--- src/rtl/clcd_pkg.sv ---
// ----------------------------------------------------------------------------
// clcd_pkg
// Shared types and constants of the character display command stream decoder.
// ----------------------------------------------------------------------------
package clcd_pkg;

   localparam int GLYPH_COUNT_DEFAULT = 8;
   localparam int GLYPH_LINES         = 8;
   localparam int QUEUE_DEPTH         = 2;

   localparam logic [7:0] ESCAPE_BYTE = 8'hFF;

   // display address line ranges
   localparam logic [7:0] DD_LINE0_LO = 8'h80;
   localparam logic [7:0] DD_LINE0_HI = 8'h93;
   localparam logic [7:0] DD_LINE1_LO = 8'hC0;
   localparam logic [7:0] DD_LINE1_HI = 8'hD3;
   localparam logic [7:0] DD_LINE2_LO = 8'h94;
   localparam logic [7:0] DD_LINE2_HI = 8'hA7;
   localparam logic [7:0] DD_LINE3_LO = 8'hD4;
   localparam logic [7:0] DD_LINE3_HI = 8'hE7;

   localparam logic [7:0] PRINT_LO      = 8'h20;
   localparam logic [7:0] PRINT_HI      = 8'h7E;
   localparam logic [7:0] GLYPH_CODE_HI = 8'h07;

   localparam logic [7:0] ENTRY_MODE_RESET      = 8'h02;
   localparam logic [7:0] DISPLAY_CONTROL_RESET = 8'h04;
   localparam logic [7:0] SHIFT_CONTROL_RESET   = 8'h00;
   localparam logic [7:0] FUNCTION_SET_RESET    = 8'h26;
   localparam logic [7:0] ENTRY_INCREMENT_BIT   = 8'h02;

   localparam logic [1:0] KIND_CLEAR = 2'd0;
   localparam logic [1:0] KIND_CHAR  = 2'd1;
   localparam logic [1:0] KIND_ROW   = 2'd2;

   typedef enum logic [3:0] {
      OP_DATA,
      OP_CLEAR,
      OP_HOME,
      OP_ENTRY,
      OP_DISPLAY,
      OP_SHIFT,
      OP_FUNCTION,
      OP_CG_ADDR,
      OP_DD_ADDR
   } op_type;

   typedef struct packed {
      op_type     op;
      logic [7:0] value;
   } entry_type;

   typedef struct packed {
      logic [1:0] kind;
      logic [7:0] char_code;
      logic [7:0] column;
      logic [2:0] row;
      logic [2:0] glyph_line;
      logic [4:0] glyph_bits;
      logic       last;
      logic [7:0] entry_mode;
      logic [7:0] display_control;
      logic [7:0] shift_control;
      logic [7:0] function_set;
   } rsp_type;

   // remainder of a row number by the glyph count, by repeated subtraction
   function automatic logic [2:0] glyph_mod(input logic [2:0] value, input logic [3:0] count);
      logic [2:0] v;
      v = value;
      for (int i = 0; i < 8; i++) begin
         if ({1'b0, v} >= count) begin
            v = v - count[2:0];
         end
      end
      return v;
   endfunction

endpackage

--- src/rtl/clcd_front.sv ---
// ----------------------------------------------------------------------------
// clcd_front
// Takes input bytes, tracks the escape prefix and classifies each byte as
// data or as one command, then pushes it to the queue; the escape prefix and an escaped zero byte are not pushed.
// ----------------------------------------------------------------------------
module clcd_front
   import clcd_pkg::*;
(
   input  logic       clock,
   input  logic       reset,
   input  logic       req_valid,
   output logic       req_stall,
   input  logic [7:0] req_in_byte,
   output logic       push,
   output entry_type  push_entry,
   input  logic       push_ready
);

   logic   escape_ff;
   logic   escape_in;
   logic   accept;
   op_type cmd_op;
   logic   cmd_none;

   assign req_stall = !push_ready;
   assign accept    = req_valid && push_ready;

   // highest set bit picks the command
   always_comb begin
      cmd_op   = OP_DD_ADDR;
      cmd_none = 1'b0;
      priority if (req_in_byte[7]) begin
         cmd_op = OP_DD_ADDR;
      end else if (req_in_byte[6]) begin
         cmd_op = OP_CG_ADDR;
      end else if (req_in_byte[5]) begin
         cmd_op = OP_FUNCTION;
      end else if (req_in_byte[4]) begin
         cmd_op = OP_SHIFT;
      end else if (req_in_byte[3]) begin
         cmd_op = OP_DISPLAY;
      end else if (req_in_byte[2]) begin
         cmd_op = OP_ENTRY;
      end else if (req_in_byte[1]) begin
         cmd_op = OP_HOME;
      end else if (req_in_byte[0]) begin
         cmd_op = OP_CLEAR;
      end else begin
         cmd_none = 1'b1;
      end
   end

   always_comb begin
      escape_in        = escape_ff;
      push             = 1'b0;
      push_entry.op    = OP_DATA;
      push_entry.value = req_in_byte;
      if (accept) begin
         if (escape_ff) begin
            escape_in     = 1'b0;
            push          = !cmd_none;
            push_entry.op = cmd_op;
         end else if (req_in_byte == ESCAPE_BYTE) begin
            escape_in = 1'b1;
         end else begin
            push = 1'b1;
         end
      end
   end

   always_ff @(posedge clock) begin
      if (reset) begin
         escape_ff <= 1'b0;
      end else begin
         escape_ff <= escape_in;
      end
   end

endmodule

--- src/rtl/clcd_queue.sv ---
// ----------------------------------------------------------------------------
// clcd_queue
// Short first-in first-out queue of classified bytes between front and back.
// ----------------------------------------------------------------------------
module clcd_queue
   import clcd_pkg::*;
(
   input  logic      clock,
   input  logic      reset,
   input  logic      push,
   input  entry_type push_entry,
   output logic      push_ready,
   input  logic      pop,
   output entry_type pop_entry,
   output logic      pop_valid
);

   localparam int AW = $clog2(QUEUE_DEPTH);
   localparam int CW = $clog2(QUEUE_DEPTH + 1);

   entry_type         slot_ff [QUEUE_DEPTH];
   logic [AW-1:0]     wr_ptr_ff;
   logic [AW-1:0]     wr_ptr_in;
   logic [AW-1:0]     rd_ptr_ff;
   logic [AW-1:0]     rd_ptr_in;
   logic [CW-1:0]     count_ff;
   logic [CW-1:0]     count_in;
   logic              do_push;
   logic              do_pop;

   assign push_ready = count_ff != CW'(QUEUE_DEPTH);
   assign pop_valid  = count_ff != '0;
   assign pop_entry  = slot_ff[rd_ptr_ff];
   assign do_push    = push && push_ready;
   assign do_pop     = pop && pop_valid;

   always_comb begin
      wr_ptr_in = wr_ptr_ff;
      rd_ptr_in = rd_ptr_ff;
      count_in  = count_ff;
      if (do_push) begin
         wr_ptr_in = (wr_ptr_ff == AW'(QUEUE_DEPTH - 1)) ? '0 : wr_ptr_ff + AW'(1);
      end
      if (do_pop) begin
         rd_ptr_in = (rd_ptr_ff == AW'(QUEUE_DEPTH - 1)) ? '0 : rd_ptr_ff + AW'(1);
      end
      if (do_push && !do_pop) begin
         count_in = count_ff + CW'(1);
      end else if (do_pop && !do_push) begin
         count_in = count_ff - CW'(1);
      end
   end

   always_ff @(posedge clock) begin
      if (reset) begin
         wr_ptr_ff <= '0;
         rd_ptr_ff <= '0;
         count_ff  <= '0;
      end else begin
         wr_ptr_ff <= wr_ptr_in;
         rd_ptr_ff <= rd_ptr_in;
         count_ff  <= count_in;
      end
   end

   always_ff @(posedge clock) begin
      if (do_push) begin
         slot_ff[wr_ptr_ff] <= push_entry;
      end
   end

endmodule

--- src/rtl/clcd_back.sv ---
// ----------------------------------------------------------------------------
// clcd_back
// Carries out queued commands and data: cursor and mode state, the glyph
// pattern memory, and the registered result slot.
// ----------------------------------------------------------------------------
module clcd_back
   import clcd_pkg::*;
#(
   parameter int GLYPH_COUNT = GLYPH_COUNT_DEFAULT
) (
   input  logic      clock,
   input  logic      reset,
   input  logic      pop_valid,
   input  entry_type pop_entry,
   output logic      pop,
   output logic      rsp_valid,
   input  logic      rsp_stall,
   output rsp_type   rsp
);

   localparam int DEPTH = GLYPH_COUNT * GLYPH_LINES;
   localparam int AW    = $clog2(DEPTH);

   typedef enum logic [1:0] {
      ST_IDLE = 2'b01,
      ST_ROWS = 2'b10
   } state_type;

   state_type  state_ff, state_in;
   logic       target_ff, target_in;
   logic [7:0] col_ff, col_in;
   logic [2:0] row_ff, row_in;
   logic [7:0] entry_ff, entry_in;
   logic [7:0] display_ff, display_in;
   logic [7:0] shift_ff, shift_in;
   logic [7:0] function_ff, function_in;
   logic [2:0] line_ff, line_in;
   logic [7:0] code_ff, code_in;
   logic       hit_ff, hit_in;
   logic       out_valid_ff, out_valid_in;
   rsp_type    out_ff, out_in;

   logic [7:0]       mem [DEPTH];
   logic [DEPTH-1:0] mem_valid_ff;
   logic [7:0]       rd_data_ff;
   logic             rd_valid_ff;
   logic             rd_en;
   logic [AW-1:0]    rd_addr;
   logic             wr_en;
   logic [AW-1:0]    wr_addr;

   logic       out_free;
   logic [2:0] glyph;
   logic [2:0] glyph_next;
   logic [5:0] wr_full;
   logic [5:0] rd_full;
   logic [7:0] v;

   assign out_free  = !out_valid_ff || !rsp_stall;
   assign pop       = (state_ff == ST_IDLE) && pop_valid && out_free;
   assign rsp_valid = out_valid_ff;
   assign rsp       = out_ff;
   assign v         = pop_entry.value;

   assign glyph      = glyph_mod(row_ff, 4'(GLYPH_COUNT));
   assign glyph_next = ({1'b0, glyph} + 4'd1 == 4'(GLYPH_COUNT)) ? 3'd0 : glyph + 3'd1;
   assign wr_full    = {glyph, col_ff[2:0]};
   assign wr_addr    = wr_full[AW-1:0];

   always_comb begin
      state_in     = state_ff;
      target_in    = target_ff;
      col_in       = col_ff;
      row_in       = row_ff;
      entry_in     = entry_ff;
      display_in   = display_ff;
      shift_in     = shift_ff;
      function_in  = function_ff;
      line_in      = line_ff;
      code_in      = code_ff;
      hit_in       = hit_ff;
      out_valid_in = out_valid_ff && rsp_stall;
      out_in       = out_ff;
      wr_en        = 1'b0;
      rd_en        = 1'b0;
      rd_full      = {v[2:0], 3'd0};

      unique case (state_ff)
         ST_IDLE: begin
            if (pop) begin
               unique case (pop_entry.op)
                  OP_DD_ADDR: begin
                     target_in = 1'b0;
                     if (v >= DD_LINE0_LO && v <= DD_LINE0_HI) begin
                        row_in = 3'd0;
                        col_in = v - DD_LINE0_LO;
                     end
                     if (v >= DD_LINE1_LO && v <= DD_LINE1_HI) begin
                        row_in = 3'd1;
                        col_in = v - DD_LINE1_LO;
                     end
                     if (v >= DD_LINE2_LO && v <= DD_LINE2_HI) begin
                        row_in = 3'd2;
                        col_in = v - DD_LINE2_LO;
                     end
                     if (v >= DD_LINE3_LO && v <= DD_LINE3_HI) begin
                        row_in = 3'd3;
                        col_in = v - DD_LINE3_LO;
                     end
                  end
                  OP_CG_ADDR: begin
                     target_in = 1'b1;
                     row_in    = v[5:3];
                     col_in    = 8'd0;
                  end
                  OP_FUNCTION: function_in = v;
                  OP_SHIFT:    shift_in    = v;
                  OP_DISPLAY:  display_in  = v;
                  OP_ENTRY:    entry_in    = v;
                  OP_HOME: begin
                     col_in = 8'd0;
                     row_in = 3'd0;
                  end
                  OP_CLEAR: begin
                     col_in                 = 8'd0;
                     row_in                 = 3'd0;
                     entry_in               = entry_ff | ENTRY_INCREMENT_BIT;
                     out_valid_in           = 1'b1;
                     out_in.kind            = KIND_CLEAR;
                     out_in.char_code       = 8'd0;
                     out_in.column          = 8'd0;
                     out_in.row             = 3'd0;
                     out_in.glyph_line      = 3'd0;
                     out_in.glyph_bits      = 5'd0;
                     out_in.last            = 1'b1;
                     out_in.entry_mode      = entry_ff | ENTRY_INCREMENT_BIT;
                     out_in.display_control = display_ff;
                     out_in.shift_control   = shift_ff;
                     out_in.function_set    = function_ff;
                  end
                  OP_DATA: begin
                     if (target_ff) begin
                        wr_en = 1'b1;
                        if (col_ff[2:0] == 3'd7) begin
                           col_in = 8'd0;
                           row_in = glyph_next;
                        end else begin
                           col_in = {5'd0, col_ff[2:0] + 3'd1};
                        end
                     end else if (v <= GLYPH_CODE_HI) begin
                        // custom glyph: first row read is issued now if the code is below GLYPH_COUNT
                        state_in = ST_ROWS;
                        line_in  = 3'd0;
                        code_in  = v;
                        hit_in   = v < 8'(GLYPH_COUNT);
                        rd_en    = v < 8'(GLYPH_COUNT);
                     end else if (v >= PRINT_LO && v <= PRINT_HI) begin
                        col_in                 = col_ff + 8'd1;
                        out_valid_in           = 1'b1;
                        out_in.kind            = KIND_CHAR;
                        out_in.char_code       = v;
                        out_in.column          = col_ff;
                        out_in.row             = row_ff;
                        out_in.glyph_line      = 3'd0;
                        out_in.glyph_bits      = 5'd0;
                        out_in.last            = 1'b1;
                        out_in.entry_mode      = entry_ff;
                        out_in.display_control = display_ff;
                        out_in.shift_control   = shift_ff;
                        out_in.function_set    = function_ff;
                     end
                  end
                  default: begin
                  end
               endcase
            end
         end
         ST_ROWS: begin
            rd_full = {code_ff[2:0], line_ff + 3'd1};
            if (out_free) begin
               out_valid_in           = 1'b1;
               out_in.kind            = KIND_ROW;
               out_in.char_code       = code_ff;
               out_in.column          = col_ff;
               out_in.row             = row_ff;
               out_in.glyph_line      = line_ff;
               out_in.glyph_bits      = (hit_ff && rd_valid_ff) ? rd_data_ff[4:0] : 5'd0;
               out_in.last            = line_ff == 3'd7;
               out_in.entry_mode      = entry_ff;
               out_in.display_control = display_ff;
               out_in.shift_control   = shift_ff;
               out_in.function_set    = function_ff;
               if (line_ff == 3'd7) begin
                  state_in = ST_IDLE;
                  col_in   = col_ff + 8'd1;
               end else begin
                  line_in = line_ff + 3'd1;
                  rd_en   = hit_ff;
               end
            end
         end
         default: begin
            state_in = ST_IDLE;
         end
      endcase
   end

   assign rd_addr = rd_full[AW-1:0];

   always_ff @(posedge clock) begin
      if (reset) begin
         state_ff     <= ST_IDLE;
         target_ff    <= 1'b0;
         col_ff       <= 8'd0;
         row_ff       <= 3'd0;
         entry_ff     <= ENTRY_MODE_RESET;
         display_ff   <= DISPLAY_CONTROL_RESET;
         shift_ff     <= SHIFT_CONTROL_RESET;
         function_ff  <= FUNCTION_SET_RESET;
         out_valid_ff <= 1'b0;
         mem_valid_ff <= '0;
      end else begin
         state_ff     <= state_in;
         target_ff    <= target_in;
         col_ff       <= col_in;
         row_ff       <= row_in;
         entry_ff     <= entry_in;
         display_ff   <= display_in;
         shift_ff     <= shift_in;
         function_ff  <= function_in;
         out_valid_ff <= out_valid_in;
         if (wr_en) begin
            mem_valid_ff[wr_addr] <= 1'b1;
         end
      end
   end

   always_ff @(posedge clock) begin
      line_ff <= line_in;
      code_ff <= code_in;
      hit_ff  <= hit_in;
      out_ff  <= out_in;
   end

   // glyph pattern memory, registered read
   always_ff @(posedge clock) begin
      if (wr_en) begin
         mem[wr_addr] <= v;
      end
      if (rd_en) begin
         rd_data_ff  <= mem[rd_addr];
         rd_valid_ff <= mem_valid_ff[rd_addr];
      end
   end

endmodule

--- src/rtl/char_lcd_command_stream_decoder.sv ---
// ----------------------------------------------------------------------------
// char_lcd_command_stream_decoder
// Byte stream decoder for a character display: commands, cursor, glyph store.
// ----------------------------------------------------------------------------
// The front takes one byte per cycle into a two-entry queue and stalls only
// when that queue is full. The back takes one queued byte per cycle while idle
// with its result slot free: commands, glyph-store writes and printable
// characters finish as they are taken; a custom glyph code starts the glyph
// memory read, then gives one pattern row per cycle from its single read port
// while the slot is free. An unescaped 0xFF (the escape prefix) and an escaped
// zero command are absorbed by the front and never reach the back. Results sit
// in an output register; the back waits only while it is full and stalled.
module char_lcd_command_stream_decoder
   import clcd_pkg::*;
#(
   parameter int GLYPH_COUNT = GLYPH_COUNT_DEFAULT
) (
   input  logic       clock,
   input  logic       reset,
   input  logic       req_valid,
   output logic       req_stall,
   input  logic [7:0] req_in_byte,
   output logic       rsp_valid,
   input  logic       rsp_stall,
   output logic [1:0] rsp_kind,
   output logic [7:0] rsp_char_code,
   output logic [7:0] rsp_column,
   output logic [2:0] rsp_row,
   output logic [2:0] rsp_glyph_line,
   output logic [4:0] rsp_glyph_bits,
   output logic       rsp_last,
   output logic [7:0] rsp_entry_mode,
   output logic [7:0] rsp_display_control,
   output logic [7:0] rsp_shift_control,
   output logic [7:0] rsp_function_set
);

   logic      push;
   entry_type push_entry;
   logic      push_ready;
   logic      pop;
   entry_type pop_entry;
   logic      pop_valid;
   rsp_type   rsp;

   clcd_front u_front (
      .clock      (clock),
      .reset      (reset),
      .req_valid  (req_valid),
      .req_stall  (req_stall),
      .req_in_byte(req_in_byte),
      .push       (push),
      .push_entry (push_entry),
      .push_ready (push_ready)
   );

   clcd_queue u_queue (
      .clock     (clock),
      .reset     (reset),
      .push      (push),
      .push_entry(push_entry),
      .push_ready(push_ready),
      .pop       (pop),
      .pop_entry (pop_entry),
      .pop_valid (pop_valid)
   );

   clcd_back #(
      .GLYPH_COUNT(GLYPH_COUNT)
   ) u_back (
      .clock    (clock),
      .reset    (reset),
      .pop_valid(pop_valid),
      .pop_entry(pop_entry),
      .pop      (pop),
      .rsp_valid(rsp_valid),
      .rsp_stall(rsp_stall),
      .rsp      (rsp)
   );

   assign rsp_kind            = rsp.kind;
   assign rsp_char_code       = rsp.char_code;
   assign rsp_column          = rsp.column;
   assign rsp_row             = rsp.row;
   assign rsp_glyph_line      = rsp.glyph_line;
   assign rsp_glyph_bits      = rsp.glyph_bits;
   assign rsp_last            = rsp.last;
   assign rsp_entry_mode      = rsp.entry_mode;
   assign rsp_display_control = rsp.display_control;
   assign rsp_shift_control   = rsp.shift_control;
   assign rsp_function_set    = rsp.function_set;

`ifndef ASSERT_OFF
   // clear and text beats are always single results
   a_single_last : assert property (@(posedge clock) disable iff (reset)
      (rsp_valid && rsp_kind != KIND_ROW) |-> rsp_last)
      else $error("clear or text beat without last");

   a_clear_zero : assert property (@(posedge clock) disable iff (reset)
      (rsp_valid && rsp_kind == KIND_CLEAR) |->
         (rsp_column == 8'd0 && rsp_row == 3'd0 && rsp_char_code == 8'd0))
      else $error("clear beat with nonzero position or code");

   // glyph rows follow each other without a gap
   a_row_follow : assert property (@(posedge clock) disable iff (reset)
      (rsp_valid && !rsp_stall && rsp_kind == KIND_ROW && !rsp_last) |=>
         (rsp_valid && rsp_kind == KIND_ROW &&
          rsp_glyph_line == $past(rsp_glyph_line) + 3'd1))
      else $error("glyph row sequence broken");

   a_kind_code : assert property (@(posedge clock) disable iff (reset)
      rsp_valid |-> (rsp_kind != 2'd3))
      else $error("result kind out of range");
`endif

endmodule

--- config.mk ---
export PLATFORM = sky130hd
export DESIGN_NAME = char_lcd_command_stream_decoder
export DESIGN_NICKNAME = d
export VERILOG_FILES = /design/src/rtl/clcd_pkg.sv /design/src/rtl/clcd_front.sv /design/src/rtl/clcd_queue.sv /design/src/rtl/clcd_back.sv /design/src/rtl/char_lcd_command_stream_decoder.sv
export SDC_FILE = /design/constraint.sdc
export NUM_CORES = 1
export LEC_CHECK = 0
export ABC_CLOCK_PERIOD_IN_PS = 7100
export BUFFER_PORTS_ARGS = -buffer_cell sky130_fd_sc_hd__buf_2
export CAP_MARGIN = 5
export CORE_ASPECT_RATIO = 0.6
export CORE_MARGIN = 5
export CORE_UTILIZATION = 55
export DETAILED_ROUTE_END_ITERATION = 8
export GPL_ROUTABILITY_DRIVEN = 0
export PLACE_DENSITY = 0.72
export SETUP_SLACK_MARGIN = 0.3
export SKIP_CTS_REPAIR_TIMING = 1
export SLEW_MARGIN = 40
export SYNTH_ARGS = -nofsm -noshare
export SYNTH_HDL_FRONTEND = slang
export SYNTH_HIERARCHICAL = 1
export SYNTH_SLANG_ARGS = --single-unit
--- constraint.sdc ---
create_clock -name clock -period 7.1 [get_ports clock]
set_input_delay 0.355 -clock clock [delete_from_list [all_inputs] [get_ports clock]]
set_output_delay 0.355 -clock clock [all_outputs]
set_load 0.1 [all_outputs]
==> results_tabular.tex <==
\begin{tabular}{lr}
\hline
Metric & Value \\
\hline
\multicolumn{2}{l}{\textbf{Clocking}} \\
CTS H-tree depth & 2 \\
CTS Sinks & 541 \\
TritonCTS clock tree & built \\
Clock transition at path regs & around 0.070 ns \\
Clock insertion delay at the later pin of the skew report & between 0.5 and 0.6 ns \\
Clock Root Buffer & clkbuf\_16 \\
Largest buffer count on any clock path & 3 \\
Number of CTS-inserted buffers & 46 \\
\multicolumn{2}{l}{\textbf{Setup path}} \\
Slowest stage cell on the critical path & clkinv\_1 \\
Critical Setup Path Class & register to register \\
Critical path capture point type & register \\
Critical path, cell by cell & ha\_2, ha\_2, nand2\_1, clkinv\_1, buf\_4, o221ai\_1, o21ai\_0, mux4\_2, a211oi\_1, a21oi\_1 \\
Timing startpoint of the critical path & u\_back/line\_ff[0] \\
Startpoint kind of the worst setup timing path & register \\
Launch instance of the worst register-to-register path & u\_back/line\_ff[0] \\
Cell repeated most along the worst path & ha\_2 \\
Critical path's largest stage delay & roughly 0.85 ns \\
CP bufs+invs & 2 \\
Required time of the worst setup path & approximately 7.4 ns \\
Cell family contributing the most delay on the critical path & buffers and inverters \\
Maximum fanout along the worst path & 34 \\
Arrival time reported for the critical path endpoint & just under 5 ns \\
\multicolumn{2}{l}{\textbf{Global routing}} \\
Total congestion overflow after global routing & 0 \\
GRT Resource Usage Total & 0.263 \\
Number of antenna violations at the first check in global routing & 1 \\
Number of global-route vias before repair & between 10000 and 15000 \\
Global-route wire length before repair & 87400 um \\
Largest net degree at the start of global routing & 80 \\
\multicolumn{2}{l}{\textbf{Floorplanning}} \\
FP Rows & 56 \\
DIE WIDTH & $\sim$270 um \\
Starting density of the core & 0.561 \\
I/O Pins & 76 \\
Core region area & between 30000 and 40000 sq um \\
Full die area & 44400 sq um \\
Chip height & between 150 and 200 um \\
\multicolumn{2}{l}{\textbf{Power}} \\
Overall power & between 0.01 and 0.015 W \\
Peak supply drop & between 0.0003 and 0.0004 V \\
Static leakage & about 8.5 nW \\
Power density cells & around 440 nW/um\^{}2 \\
\multicolumn{2}{l}{\textbf{Worst hold path}} \\
Worst hold path type & input pin to register \\
Hold wc startpoint & req\_in\_byte[7] \\
\multicolumn{2}{l}{\textbf{Timing}} \\
Part of the cycle the worst path needs & 0.636 \\
Setup repair after global routing missed its margin & false \\
Worst clock skew & approximately 0.018 ns \\
Worst-margin pin slew & between 0.9 and 1 ns \\
Setup tns final & 0 ns \\
Final Hold Viols & 0 \\
Highest attainable clock frequency & 0.221 GHz \\
Final setup violation count & 0 \\
Min Tclk post-route & about 4.5 ns \\
Final Max Tran Viols & 0 \\
Headroom to the max-slew limit & 0.388 \\
\multicolumn{2}{l}{\textbf{Logic synthesis}} \\
Mapped Cells & 1600 \\
Average cell area after synthesis & $\sim$14 sq um \\
Post-synthesis instance area & about 22000 sq um \\
Count of flip-flops with a built-in enable after synthesis & between 400 and 500 \\
Number of warnings issued by yosys & 6 \\
Flop and latch count out of synthesis & about 540 \\
Unique masters post-synth & 76 \\
Fraction of registers with async set/reset & 0 \\
Sequential-to-total area share from yosys stat & 0.683 \\
Primary FF master, synth & edfxtp\_1 \\
Mapped Nets & roughly 1600 \\
\multicolumn{2}{l}{\textbf{Drt}} \\
Number of detailed-route iterations in the first pass & 6 \\
First DRT Iteration DRCs & between 1500 and 2000 \\
Routed via count divided by cell count & 6.56 \\
Total wire length & around 60000 um \\
Via count & about 14000 \\
Remaining antenna violation count & 0 \\
\# DRC & 0 \\
Routed len/inst & $\sim$27 um \\
\multicolumn{2}{l}{\textbf{Finish}} \\
Fillers & a little under 3000 \\
Post-Route Utilization & 0.623 \\
Proportion of layout cells with a drive suffix above 1 & 0.151 \\
Number of nets in the layout & approximately 1700 \\
Antenna diode count & 0 \\
Most frequent cells in the layout & 424 x edfxtp\_1, 149 x nor2\_1, 117 x nand2\_1, 117 x dfxtp\_1, 75 x buf\_2 \\
Most common library cell in the layout ignoring fill and taps & edfxtp\_1 \\
Area Overhead vs Synth & 11.0\% \\
\multicolumn{2}{l}{\textbf{Flow run}} \\
Count of maximum capacitance violations & 0 \\
\multicolumn{2}{l}{\textbf{Outcome}} \\
Result of the run & complete, no violations \\
\multicolumn{2}{l}{\textbf{Placement}} \\
Post-detailed-placement half-perimeter wirelength & approximately 37000 um \\
Port buffer count & 75 \\
\hline
\end{tabular}
power breakdown:
group / internal (W) / total (W) / switching (W)
Combinational: 0.000878 / 0.00408 / 0.00320
Sequential: 0.00394 / 0.00405 / 0.000113
Clock: 0.00148 / 0.00259 / 0.00111
Total: 0.00630 / 0.0107 / 0.00442
layer usage:
metal | track usage | share of wire | vias up
met5 | 0.00788 | 0.00096 | -
met4 | 0.0537 | 0.019 | 4
met3 | 0.100 | 0.15 | 117
met2 | 0.349 | 0.40 | 971
met1 | 0.412 | 0.43 | 7177
li1 | - | - | 6199
worst paths after layout:
| kind | slack (ns) | depth (start not counted) | to |
|---|---|---|---|
| min | 0.06 | 1 | u_queue/slot_ff[0][7] |
| max | 2.58 | 10 | u_back/rd_valid_ff |
| max reg2reg | 2.58 | 10 | u_back/rd_valid_ff |
| min reg2reg | 0.43 | 0 | u_back/rsp[26] |
synthesized netlist by cell type, types with 6 or more instances:
cell / n / area, sq um
clkbuf_1: 77 / 289
dfxtp_1: 117 / 2340
nor3_1: 29 / 145
inv_1: 24 / 90.1
buf_4: 8 / 60.1
and3_1: 9 / 56.3
nand3b_1: 6 / 45.0
a221oi_1: 7 / 61.3
nand3_1: 19 / 95.1
a31oi_1: 26 / 163
o22ai_1: 16 / 100
o21a_1: 73 / 548
o21ai_0: 50 / 250
a22oi_1: 17 / 128
and2_1: 8 / 50.1
nor2_1: 151 / 567
buf_1: 9 / 33.8
mux2i_1: 72 / 721
ha_1: 17 / 213
o31ai_1: 9 / 67.6
buf_2: 12 / 60.1
mux2_2: 18 / 203
nand2b_1: 8 / 50.1
mux4_2: 32 / 721
a211oi_1: 25 / 188
nand2_1: 118 / 443
edfxtp_1: 424 / 12700
o311a_1: 10 / 100
a21oi_1: 68 / 340
nor2b_1: 16 / 100
o221ai_1: 14 / 123
or3_1: 7 / 43.8
registers in the layout, indices dropped and copies added (netlist names), 8 cells and up, named ones only:
signal and cells:
u_back/function_ff 8, u_back/code_ff 8, u_back/col_ff 8, u_back/shift_ff 8, u_back/mem 320, u_back/display_ff 8
u_back/entry_ff 8, u_back/rsp 62, u_back/mem_valid_ff 64, u_queue/slot_ff 24
final cells by class:
type / instances / area, sq um / share of cell area
sequential: 541 / 15100 / 0.616
multi-input combinational: 922 / 6450 / 0.264
clock buffer: 70 / 1370 / 0.0561
tap: 522 / 653 / 0.0267
timing repair buffer: 107 / 652 / 0.0266
clock inverter: 15 / 176 / 0.00720
inverter: 28 / 105 / 0.00429
through the flow:
| stage | std cells | hold WS, ns | cell area, sq um | setup WS, ns |
|---|---|---|---|---|
| after floorplan | 1600 | 0.408 | 22100 | 1.24 |
| after global placement | 2117 | 0.415 | 22900 | 2.53 |
| after detailed placement | 2118 | 0.415 | 22900 | 2.80 |
| after CTS | 2203 | 0.0348 | 24500 | 2.77 |
| after global routing | 2205 | 0.0478 | 24500 | 2.49 |
| final | 2205 | 0.0568 | 24500 | 2.58 |
cells by family (layout without fill, tap and decap cells):
group / after synthesis / count (layout) / share of synthesized area
flip-flops: 541 / 541 / 0.683
AND/OR/NAND/NOR: 403 / 403 / 0.0852
AO/OA/AOI/OAI: 372 / 372 / 0.118
buffers and inverters: 137 / 220 / 0.0264
multiplexers: 122 / 122 / 0.0745
adder cells (fa/ha/maj): 17 / 17 / 0.00964
XOR/XNOR: 8 / 8 / 0.00318
worst reg2reg max path, delay by kind of cell, from the launching register on:
kind	cells	cell delay [ns]
muxes	1	0.54
buffers and inverters	2	1.41
and+or+nand+nor	1	0.59
adders and majority gates	2	0.48
AOI/OAI and AO/OA	4	0.84
DFF	1	0.41
No activity file was read; power rests on OpenSTA's default activity.
